--- src/hdl/wpd_pkg.sv ---
// ----------------------------------------------------------------------------
// wpd_pkg
// Shared types and constants of the windowed peak detector.
// ----------------------------------------------------------------------------
package wpd_pkg;

    // Fixed field widths of the sample, result and configuration channels
    localparam int SAMPLE_BITS = 16;
    localparam int INDEX_BITS  = 24;
    localparam int HW_BITS     = 4;

    // Default deepest supported half window
    localparam int MAX_HALF_WINDOW_DEF = 15;

    // Half window after reset
    localparam logic [HW_BITS-1:0] HALF_WINDOW_RESET = 4'd3;

    // One input transaction
    typedef struct packed {
        logic signed [SAMPLE_BITS-1:0] sample;
        logic                          end_of_series;
    } in_item_t;

    // One result transaction
    typedef struct packed {
        logic [INDEX_BITS-1:0] peak_index;
        logic                  last_of_run;
    } out_item_t;

    // Control sequencer states
    typedef enum logic [2:0] {
        ST_RUN  = 3'b001,
        ST_SCAN = 3'b010,
        ST_TAIL = 3'b100
    } wpd_state_t;

endpackage

--- src/hdl/windowed_peak_detector.sv ---
// Output: a peak decided by a sample appears on m_* in the cycle after that sample is accepted.
// Throughput: one sample per cycle while running, unless m_* stalls (parallel window compare).
// End of series: s_ready stays low while the pending candidates are checked one per cycle
//   (the output can stall) through the shared compare unit, then a tail state closes the run.
// Reset: synchronous active-low aresetn clears the series, candidates and output; half_window = 3.
// ----------------------------------------------------------------------------
// windowed_peak_detector
// Streams signed samples, finds local maxima that no sample within half_window
// places exceeds, and reports their 1-based indices.
// ----------------------------------------------------------------------------
module windowed_peak_detector #(
    parameter int MAX_HALF_WINDOW = wpd_pkg::MAX_HALF_WINDOW_DEF
) (
    input  logic                            aclk,
    input  logic                            aresetn,
    // configuration write
    input  logic                            cfg_valid,
    output logic                            cfg_ready,
    input  logic [wpd_pkg::HW_BITS-1:0]     cfg_data,
    // sample stream
    input  logic                            s_valid,
    output logic                            s_ready,
    input  wpd_pkg::in_item_t               s_data,
    // peak stream
    output logic                            m_valid,
    input  logic                            m_ready,
    output wpd_pkg::out_item_t              m_data
);

    localparam int SB    = wpd_pkg::SAMPLE_BITS;
    localparam int IB    = wpd_pkg::INDEX_BITS;
    localparam int DEPTH = 2 * MAX_HALF_WINDOW + 1;
    localparam int KW    = $clog2(MAX_HALF_WINDOW + 1);
    localparam int OW    = $clog2(DEPTH);
    localparam int HLW   = $clog2(DEPTH + 1);
    localparam int MW    = MAX_HALF_WINDOW + 1;
    localparam int CW    = IB + 1;

    localparam logic [CW-1:0]  INDEX_MAX = {1'b0, {IB{1'b1}}};
    localparam logic [CW-1:0]  COUNT_CAP = INDEX_MAX + CW'(MAX_HALF_WINDOW + 1);
    localparam logic [CW-1:0]  DEPTH_C   = CW'(DEPTH);
    localparam logic [HLW-1:0] DEPTH_H   = HLW'(DEPTH);
    localparam logic [7:0]     MAXHW_8   = 8'(MAX_HALF_WINDOW);

    // registers
    logic [wpd_pkg::HW_BITS-1:0] hw_reg;
    logic signed [SB-1:0]        hist_reg [DEPTH];
    logic [MW-1:0]               marks_reg,  marks_next;
    logic signed [1:0]           slope_reg,  slope_next;
    logic [CW-1:0]               count_reg,  count_next;
    wpd_pkg::wpd_state_t         state_reg,  state_next;
    logic [KW-1:0]               k_reg;
    logic                        pend_valid_reg, pend_valid_next;
    logic [IB-1:0]               pend_idx_reg;
    logic                        m_valid_reg, m_valid_next;
    wpd_pkg::out_item_t          m_data_reg;

    // combinational
    logic [KW-1:0]               m_val, d_val;
    logic [7:0]                  hw_8;
    logic signed [SB-1:0]        x;
    logic signed [SB-1:0]        hist_new [DEPTH];
    logic signed [1:0]           slope_new;
    logic                        cand;
    logic [CW-1:0]               count_inc;
    logic [MW-1:0]               marks_sh, marks_keep;
    logic                        scanning, out_free, accept;
    logic signed [SB-1:0]        hsel [DEPTH];
    logic [KW-1:0]               ksel;
    logic [CW-1:0]               csel, diff;
    logic [HLW-1:0]              held;
    logic signed [SB-1:0]        ref_val;
    logic                        peak, mark_sel, hit;
    logic [IB-1:0]               idx;
    logic                        load_out;
    wpd_pkg::out_item_t          load_data;
    logic                        advance;

    assign cfg_ready = 1'b1;
    assign m_valid   = m_valid_reg;
    assign m_data    = m_data_reg;

    assign scanning = (state_reg == wpd_pkg::ST_SCAN);
    assign out_free = !m_valid_reg || m_ready;
    assign s_ready  = (state_reg == wpd_pkg::ST_RUN) && out_free;
    assign accept   = s_valid && s_ready;
    assign advance  = out_free;

    // effective half window and decision delay
    always_comb begin
        hw_8  = {4'b0, hw_reg};
        m_val = (hw_8 > MAXHW_8) ? KW'(MAX_HALF_WINDOW) : hw_8[KW-1:0];
        d_val = (m_val == '0) ? KW'(1) : m_val;
    end

    // history shift, slope and candidate marking for the incoming sample
    always_comb begin
        x = s_data.sample;
        hist_new[0] = x;
        for (int i = 1; i < DEPTH; i++) begin
            hist_new[i] = hist_reg[i-1];
        end
        if (x > hist_reg[0]) begin
            slope_new = 2'sd1;
        end else if (x < hist_reg[0]) begin
            slope_new = -2'sd1;
        end else begin
            slope_new = 2'sd0;
        end
        cand      = (count_reg >= CW'(2)) && (slope_new < slope_reg);
        count_inc = (count_reg < COUNT_CAP) ? count_reg + CW'(1) : count_reg;
        marks_sh  = {marks_reg[MW-2:0], 1'b0};
        marks_sh[1] = marks_sh[1] | cand;
        for (int i = 0; i < MW; i++) begin
            marks_keep[i] = (i < int'(d_val));
        end
    end

    // shared window check: new history while running, stored history while scanning
    always_comb begin
        for (int i = 0; i < DEPTH; i++) begin
            hsel[i] = scanning ? hist_reg[i] : hist_new[i];
        end
        ksel     = scanning ? k_reg : d_val;
        csel     = scanning ? count_reg : count_inc;
        mark_sel = scanning ? marks_reg[ksel] : marks_sh[ksel];
        held     = (csel < DEPTH_C) ? csel[HLW-1:0] : DEPTH_H;
        ref_val  = hsel[OW'(ksel)];
        peak     = 1'b1;
        for (int o = 0; o < DEPTH; o++) begin
            if ((o + int'(m_val) >= int'(ksel)) && (o <= int'(ksel) + int'(m_val)) &&
                (o < int'(held)) && (hsel[o] > ref_val)) begin
                peak = 1'b0;
            end
        end
        hit  = mark_sel && peak;
        diff = csel - CW'(ksel);
        idx  = (diff > INDEX_MAX) ? {IB{1'b1}} : diff[IB-1:0];
    end

    // sequencer and next-state logic
    always_comb begin
        state_next      = state_reg;
        marks_next      = marks_reg;
        slope_next      = slope_reg;
        count_next      = count_reg;
        pend_valid_next = pend_valid_reg;
        m_valid_next    = m_valid_reg && !m_ready;
        load_out        = 1'b0;
        load_data       = '{peak_index: idx, last_of_run: 1'b1};
        case (state_reg)
            wpd_pkg::ST_RUN: begin
                if (accept) begin
                    count_next = count_inc;
                    slope_next = (count_reg >= CW'(1)) ? slope_new : slope_reg;
                    if (s_data.end_of_series) begin
                        marks_next      = marks_sh;
                        pend_valid_next = 1'b0;
                        state_next      = wpd_pkg::ST_SCAN;
                    end else begin
                        marks_next = marks_sh & marks_keep;
                        load_out   = hit;
                    end
                end
            end
            wpd_pkg::ST_SCAN: begin
                if (advance) begin
                    if (hit) begin
                        load_out        = pend_valid_reg;
                        load_data       = '{peak_index: pend_idx_reg, last_of_run: 1'b0};
                        pend_valid_next = 1'b1;
                    end
                    if (k_reg == KW'(1)) begin
                        state_next = wpd_pkg::ST_TAIL;
                    end
                end
            end
            wpd_pkg::ST_TAIL: begin
                if (advance) begin
                    load_out        = pend_valid_reg;
                    load_data       = '{peak_index: pend_idx_reg, last_of_run: 1'b1};
                    pend_valid_next = 1'b0;
                    marks_next      = '0;
                    slope_next      = 2'sd0;
                    count_next      = '0;
                    state_next      = wpd_pkg::ST_RUN;
                end
            end
            default: begin
                state_next = wpd_pkg::ST_RUN;
            end
        endcase
        if (load_out) begin
            m_valid_next = 1'b1;
        end
    end

    // control registers
    always_ff @(posedge aclk) begin
        if (!aresetn) begin
            hw_reg         <= wpd_pkg::HALF_WINDOW_RESET;
            state_reg      <= wpd_pkg::ST_RUN;
            marks_reg      <= '0;
            slope_reg      <= 2'sd0;
            count_reg      <= '0;
            pend_valid_reg <= 1'b0;
            m_valid_reg    <= 1'b0;
        end else begin
            if (cfg_valid && cfg_ready) begin
                hw_reg <= cfg_data;
            end
            state_reg      <= state_next;
            marks_reg      <= marks_next;
            slope_reg      <= slope_next;
            count_reg      <= count_next;
            pend_valid_reg <= pend_valid_next;
            m_valid_reg    <= m_valid_next;
        end
    end

    // payload registers: history line, scan pointer, pending and output data
    always_ff @(posedge aclk) begin
        if (accept) begin
            hist_reg <= hist_new;
        end
        if (accept && s_data.end_of_series) begin
            k_reg <= d_val;
        end else if (scanning && advance) begin
            k_reg <= k_reg - KW'(1);
        end
        if (scanning && advance && hit) begin
            pend_idx_reg <= idx;
        end
        if (load_out) begin
            m_data_reg <= load_data;
        end
    end

endmodule
--- config.mk ---
export PLATFORM = sky130hd
export DESIGN_NAME = windowed_peak_detector
export DESIGN_NICKNAME = d
export VERILOG_FILES = /design/src/hdl/wpd_pkg.sv /design/src/hdl/windowed_peak_detector.sv
export SDC_FILE = /design/constraint.sdc
export NUM_CORES = 2
export LEC_CHECK = 0
export BUFFER_PORTS_ARGS = -buffer_cell sky130_fd_sc_hd__buf_2
export CELL_PAD_IN_SITES_DETAIL_PLACEMENT = 0
export CELL_PAD_IN_SITES_GLOBAL_PLACEMENT = 1
export CORE_ASPECT_RATIO = 0.6
export CORE_MARGIN = 2
export CORE_UTILIZATION = 40
export CTS_BUF_LIST = sky130_fd_sc_hd__clkbuf_2 sky130_fd_sc_hd__clkbuf_4 sky130_fd_sc_hd__clkbuf_8
export CTS_CLUSTER_DIAMETER = 150
export DETAILED_ROUTE_END_ITERATION = 8
export PLACE_DENSITY_LB_ADDON = 0.05
export SLEW_MARGIN = 25
export SYNTH_ARGS = -nofsm -noshare
export SYNTH_HDL_FRONTEND = slang
export SYNTH_SLANG_ARGS = --single-unit
--- constraint.sdc ---
create_clock -name aclk -period 53.3 [get_ports aclk]
set_input_delay 10.66 -clock aclk [delete_from_list [all_inputs] [get_ports aclk]]
set_output_delay 10.66 -clock aclk [all_outputs]
set_load 0.01 [all_outputs]
### Yosys cells after proc, flatten, opt, wreduce, memory -nomap -nowiden

Index checks and enable logic that the tools add are counted.

| cells by class | value |
|---|---|
| add/subtract/negate cells | 34 |
| magnitude comparators | 149 |
| eq/ne operators | 11 |
| multiplexer cells | 114 |
| bitwise logic cells | 3 |
| reduce and logical (&&, ||, !) cells | 112 |

Operators with widths:

| kind | number |
|---|---|
| 16-bit two-way mux | 36 |
| 16-bit > comparator | 32 |
| 6-bit by 32-bit less-or-equal comparator with 1-bit output (first input constant) | 14 |
| 5-bit by 32-bit less-or-equal comparator with 1-bit output (first input constant) | 8 |
| 25-bit two-way mux | 7 |
| 4-bit by 32-bit less-or-equal comparator with 1-bit output (first input constant) | 4 |
| 1-bit logical AND | 101 |
| 25-bit one-hot mux with 2 select lines | 2 |
| 5-bit by 4-bit adder with 6-bit output (first input constant) | 15 |
| 6-bit by 4-bit >= comparator with 1-bit output | 15 |
| 16-bit binary-select mux with 5-bit select | 1 |
| 5-bit by 4-bit >= comparator with 1-bit output | 15 |
| 5-bit less-than comparator (first input constant) | 15 |
| 3-bit by 32-bit less-or-equal comparator with 1-bit output (first input constant) | 2 |
| 1-bit two-way mux | 45 |
| 4-bit by 4-bit adder with 5-bit output (first input constant) | 8 |
| 4-bit by 5-bit less-than comparator with 1-bit output (first input constant) | 8 |
| 1-bit by 32-bit less-or-equal comparator with 1-bit output (first input constant) | 1 |
| 2-bit by 32-bit less-or-equal comparator with 1-bit output (first input constant) | 1 |
| 16-bit one-hot mux with 2 select lines | 1 |
| 4-bit less-than comparator (first input constant) | 7 |
| 25-bit by 1-bit adder with 25-bit output (second input constant) | 1 |
| 25-bit by 1-bit >= comparator with 1-bit output (second input constant) | 1 |
| 25-bit by 2-bit >= comparator with 1-bit output (second input constant) | 1 |
| 48 further kinds | 82 |

| storage, ports and cells | value |
|---|---|
| register bits after elaboration | 601 |
| bits of input ports | 26 |
| output and inout bits | 28 |
| logic and storage cells | 465 |

### Depth between registers and ports, before layout

| logic depth | value |
|---|---|
| word-level depth | 45 |
| gate-level depth with buffers | 30 |

### Worst setup path before layout

No wires, ideal clock.

| path | value |
|---|---|
| kind | input-to-reg |
| start point | input m_ready |
| end point | register count_reg[3] |
| setup time | 0.059 ns |
| arrival time | 26.669 ns |
| required time | 53.241 ns |
| slack | 26.571 ns |
| stages on the path | 8 |
| buffers on the path | 2 |
| cell sequence | nand2b_1 > nand3_1 > inv_1 > clkbuf_1 > clkbuf_1 > o21ai_0 > nand3_1 > o211a_1 |

| between the ends | value |
|---|---|
| cells in the longest elaborated chain, start to end | 5 |
| elaborated cells between the ends (all ways) | 6 |
| classes of those cells | eq/ne (2); reduce/logical (4) |

Ends and longest elaborated chain:

| what | line | text |
|---|---|---|
| start, declared | windowed_peak_detector.sv:26 | `input logic m_ready,` |
| 1-bit logical OR | windowed_peak_detector.sv:84 | `assign out_free = !m_valid_reg \|\| m_ready;` |
| 1-bit logical AND | windowed_peak_detector.sv:85 | `assign s_ready = (state_reg == wpd_pkg::ST_RUN) && out_free;` |
| 1-bit logical AND | windowed_peak_detector.sv:86 | `assign accept = s_valid && s_ready;` |
| via accept | windowed_peak_detector.sv:67 | `logic scanning, out_free, accept;` |
| 2-bit inequality test (no line) | -- |  |
| 3-bit AND reduction (no line) | -- |  |
| end signal, assigned | windowed_peak_detector.sv:215 | `count_reg <= count_next;` |
| end, declared | windowed_peak_detector.sv:50 | `logic [CW-1:0] count_reg, count_next;` |

The timed path passes the listed nets, and every way through them passes these cells.
A chain may end at the register's enable or synchronous reset.

### Final worst setup path

| path | value |
|---|---|
| start point | input m_ready |
| end point | output s_ready |

| between the ends | value |
|---|---|
| cells in the longest elaborated chain, start to end | 2 |

Ends and longest elaborated chain:

| what | line | text |
|---|---|---|
| 1-bit logical OR | windowed_peak_detector.sv:84 |  |
| 1-bit logical AND | windowed_peak_detector.sv:85 |  |
| end, declared | windowed_peak_detector.sv:22 | `output logic s_ready,` |

Every way passes these cells.

==> flow_summary.toml <==
[outcome]
status = "finished clean"

[critical_path]
critical_path.startpoint_type = "primary input"
worstPathArrival_ps = 11680
r2r_start = "hw_reg[1]$_SDFFE_PN1P_"
crit_start = "m_ready"
cp_num_buf_inv = 2
cp-end-kind = "output port"
crit_fanout = 8
path_delay_family = "simple AND/OR/NAND/NOR gates"
crit_path_cell_trace = "buf_2 -> nor2b_1 -> nor2_1 -> buf_2"
critPathKind = "primary input to output port"
required_ps = 42640
cp_common_cell = "buf_2"
critPathMaxStageDelay_ps = 640
slowest_stage = "nor2b_1"

[clocking]
clkTransAtPathRegs_ps = 60
root_buffer = "clkbuf_8"
cts_tree = "yes"
cts_buffers = 105
cts_buffer_depth = 3
hold_buffers = 0
cts_setup_buffers = 0
post_cts_resized = 0
clkSinkCount = 600
clk_latency_ps = 840
htree_levels = 3

[logic_synthesis]
yosysWarnings = 0
synthTopCellsByCount = "nand2_1, ha_1, edfxtp_1, nor2_1, a21oi_1"
synthAdderAreaFrac = 0.1655
synth.largest_area_cell = "edfxtp_1"
synthSimpleGateAreaFrac = 0.2273
synthArstFlopShare = 0
synth-compound-area-share = 0.1444
synth_cell_types = 107
ys.flop_type = "edfxtp_1"
yosys.area_share.xor_xnor = 0.01120
ys_ff_latch = 600
synthCells = 4855
syn_area_per_cell_um2 = 9.063
ys_top_cells_by_area = "edfxtp_1, ha_1, nand2_1, dfxtp_1, a21oi_1"
synth_edf_count = 549
synthMuxAreaShare = 0.02164
synth_fp_nets = 5460
yosysTopAreaCellShare = 0.3747
synth_top_family_by_area = "simple AND/OR/NAND/NOR gates"
seq_area_frac_synth = 0.3979
synth.most_common_cell = "nand2_1"
syn_area_mm2 = 0.04400

[floorplanning]
core-area_mm2 = 0.1094
dieArea_mm2 = 0.1128
floorplan.initialDensity = 0.4023
rows = 94
chipWidth_um = 432.2
num_io_pins = 54
die_h_um = 260.9

[routing]
ant_nets = 0
drt_iter0_drc = 3938
drtPass1Iterations = 5
routed.top_layer = "met4"
wl_met3_mm = 10.56
drc_errors = 0
via_per_inst = 5.760
wl_met2_mm = 55.34
wirelength_mm = 152.6
wl_per_cell_um = 23.93
wl_met1_mm = 84.23
vias = 36750

[power]
netSwitchingFraction = 0.4512
p_total_mw = 2.367
p_leak_nw = 20.03
p_int_mw = 1.299
ir_drop_v = 0.00003744
power.net_switching_mw = 1.068
pwr-share-clk = 0.184
p_comb_frac = 0.497
p_seq_frac = 0.319
powerDensity_mw_per_mm2 = 49.37

[timing]
finalCritPeriodShare = 0.4192
fmax_ghz = 0.04476
setup-violations-final = 0
maxSlewHeadroom = 0.2000
worstMarginPinSlew_ps = 1192
setup_slack_ps = 30960
whs_ps = 427.9
drv_slew = 0
finalSetupTns_ps = 0
finClkSkew_ps = 43.31
hold_viol_final = 0
min_period_ps = 22340
rsz0062_at_grt = "false"

[placed_design]
dp_slack_ps = 30930
port-buffer-count = 52
place_hpwl_mm = 107.3
place_area_mm2 = 0.04593
gp_congestion = 0.9262
dp_cells = 6188

[layout]
finalInstanceArea_mm2 = 0.04794
regArea_mm2 = 0.01751
largest_reg_flops = 480
utilization = 0.4383
fin_cells = 6379
drive_gt1_frac = 0.08046
multiInputGateArea_mm2 = 0.02536
areaGrowthSynthToFinish_pct = 8.951
fill_cells = 10890
layout.nets = 5460

[grt]
grt_max_degree = 143
grt_pass1_wl_mm = 226.5
antenna_found_initial = 2
grt_pass1_vias = 33800
track_usage = 0.2672
gr-total-overflow = 0

[min_path]
hold_start = "hist_new[478]$_DFFE_PP_"
hp-class = "flip-flop to flip-flop"

[flow_run]
max-cap-violations = 0
-- worst paths after layout --
path / depth (start not counted) / slack, ps / to
setup / recovery: 4 / 30960 / s_ready
hold / removal: 0 / 430 / hist_new[462]$_DFFE_PP_
setup reg to reg: 27 / 41390 / m_data[18]$_DFFE_PP_
hold reg to reg: 0 / 430 / hist_new[462]$_DFFE_PP_
-- power by group through the flow --
stage / clock [mW] / combinational (mW) / sequential, mW
finish: 0.436 / 1.18 / 0.755
global route: 0.467 / 1.32 / 0.770
CTS: 0.450 / 1.16 / 0.755
detailed placement: 0 / 1.16 / 0.763
global placement: 0 / 1.15 / 0.760
floorplan: 0 / 0.774 / 0.790
-- routing by layer --
layer  track usage  vias up
li1              -    17820
met1        0.4554    17610
met2        0.3376     1171
met3       0.04369      152
met4       0.05118        0
met5             0        -
-- area by class of cell --
cell class                      count  share of cell area
Antenna cell                        5           0.0002610
Clock buffer                      139             0.03586
Clock inverter                     47            0.005455
Inverter                          111            0.009004
Multi-Input combinational cell   3914              0.5291
Sequential cell                   600              0.3652
Tap cell                         1440             0.03758
Timing Repair Buffer              123             0.01759
-- placed cells by master, fill, tap and decap left out, types with 100 or more instances in the layout --
master	count
a21oi_1	163
clkbuf_8	108
edfxtp_1	549
ha_1	575
inv_1	106
nand2_1	1537
nand3_1	100
nand4_1	110
nor2_1	197
o21ai_0	167
-- cells by family after synthesis --
kind of cell / count (synthesis)
xor+xnor: 52
mux: 81
simple gates: 2285
flops: 600
compound gates: 915
buf+inv: 341
other cells: 1
fa+ha+maj: 580
No activity file was read; power rests on OpenSTA's default activity.
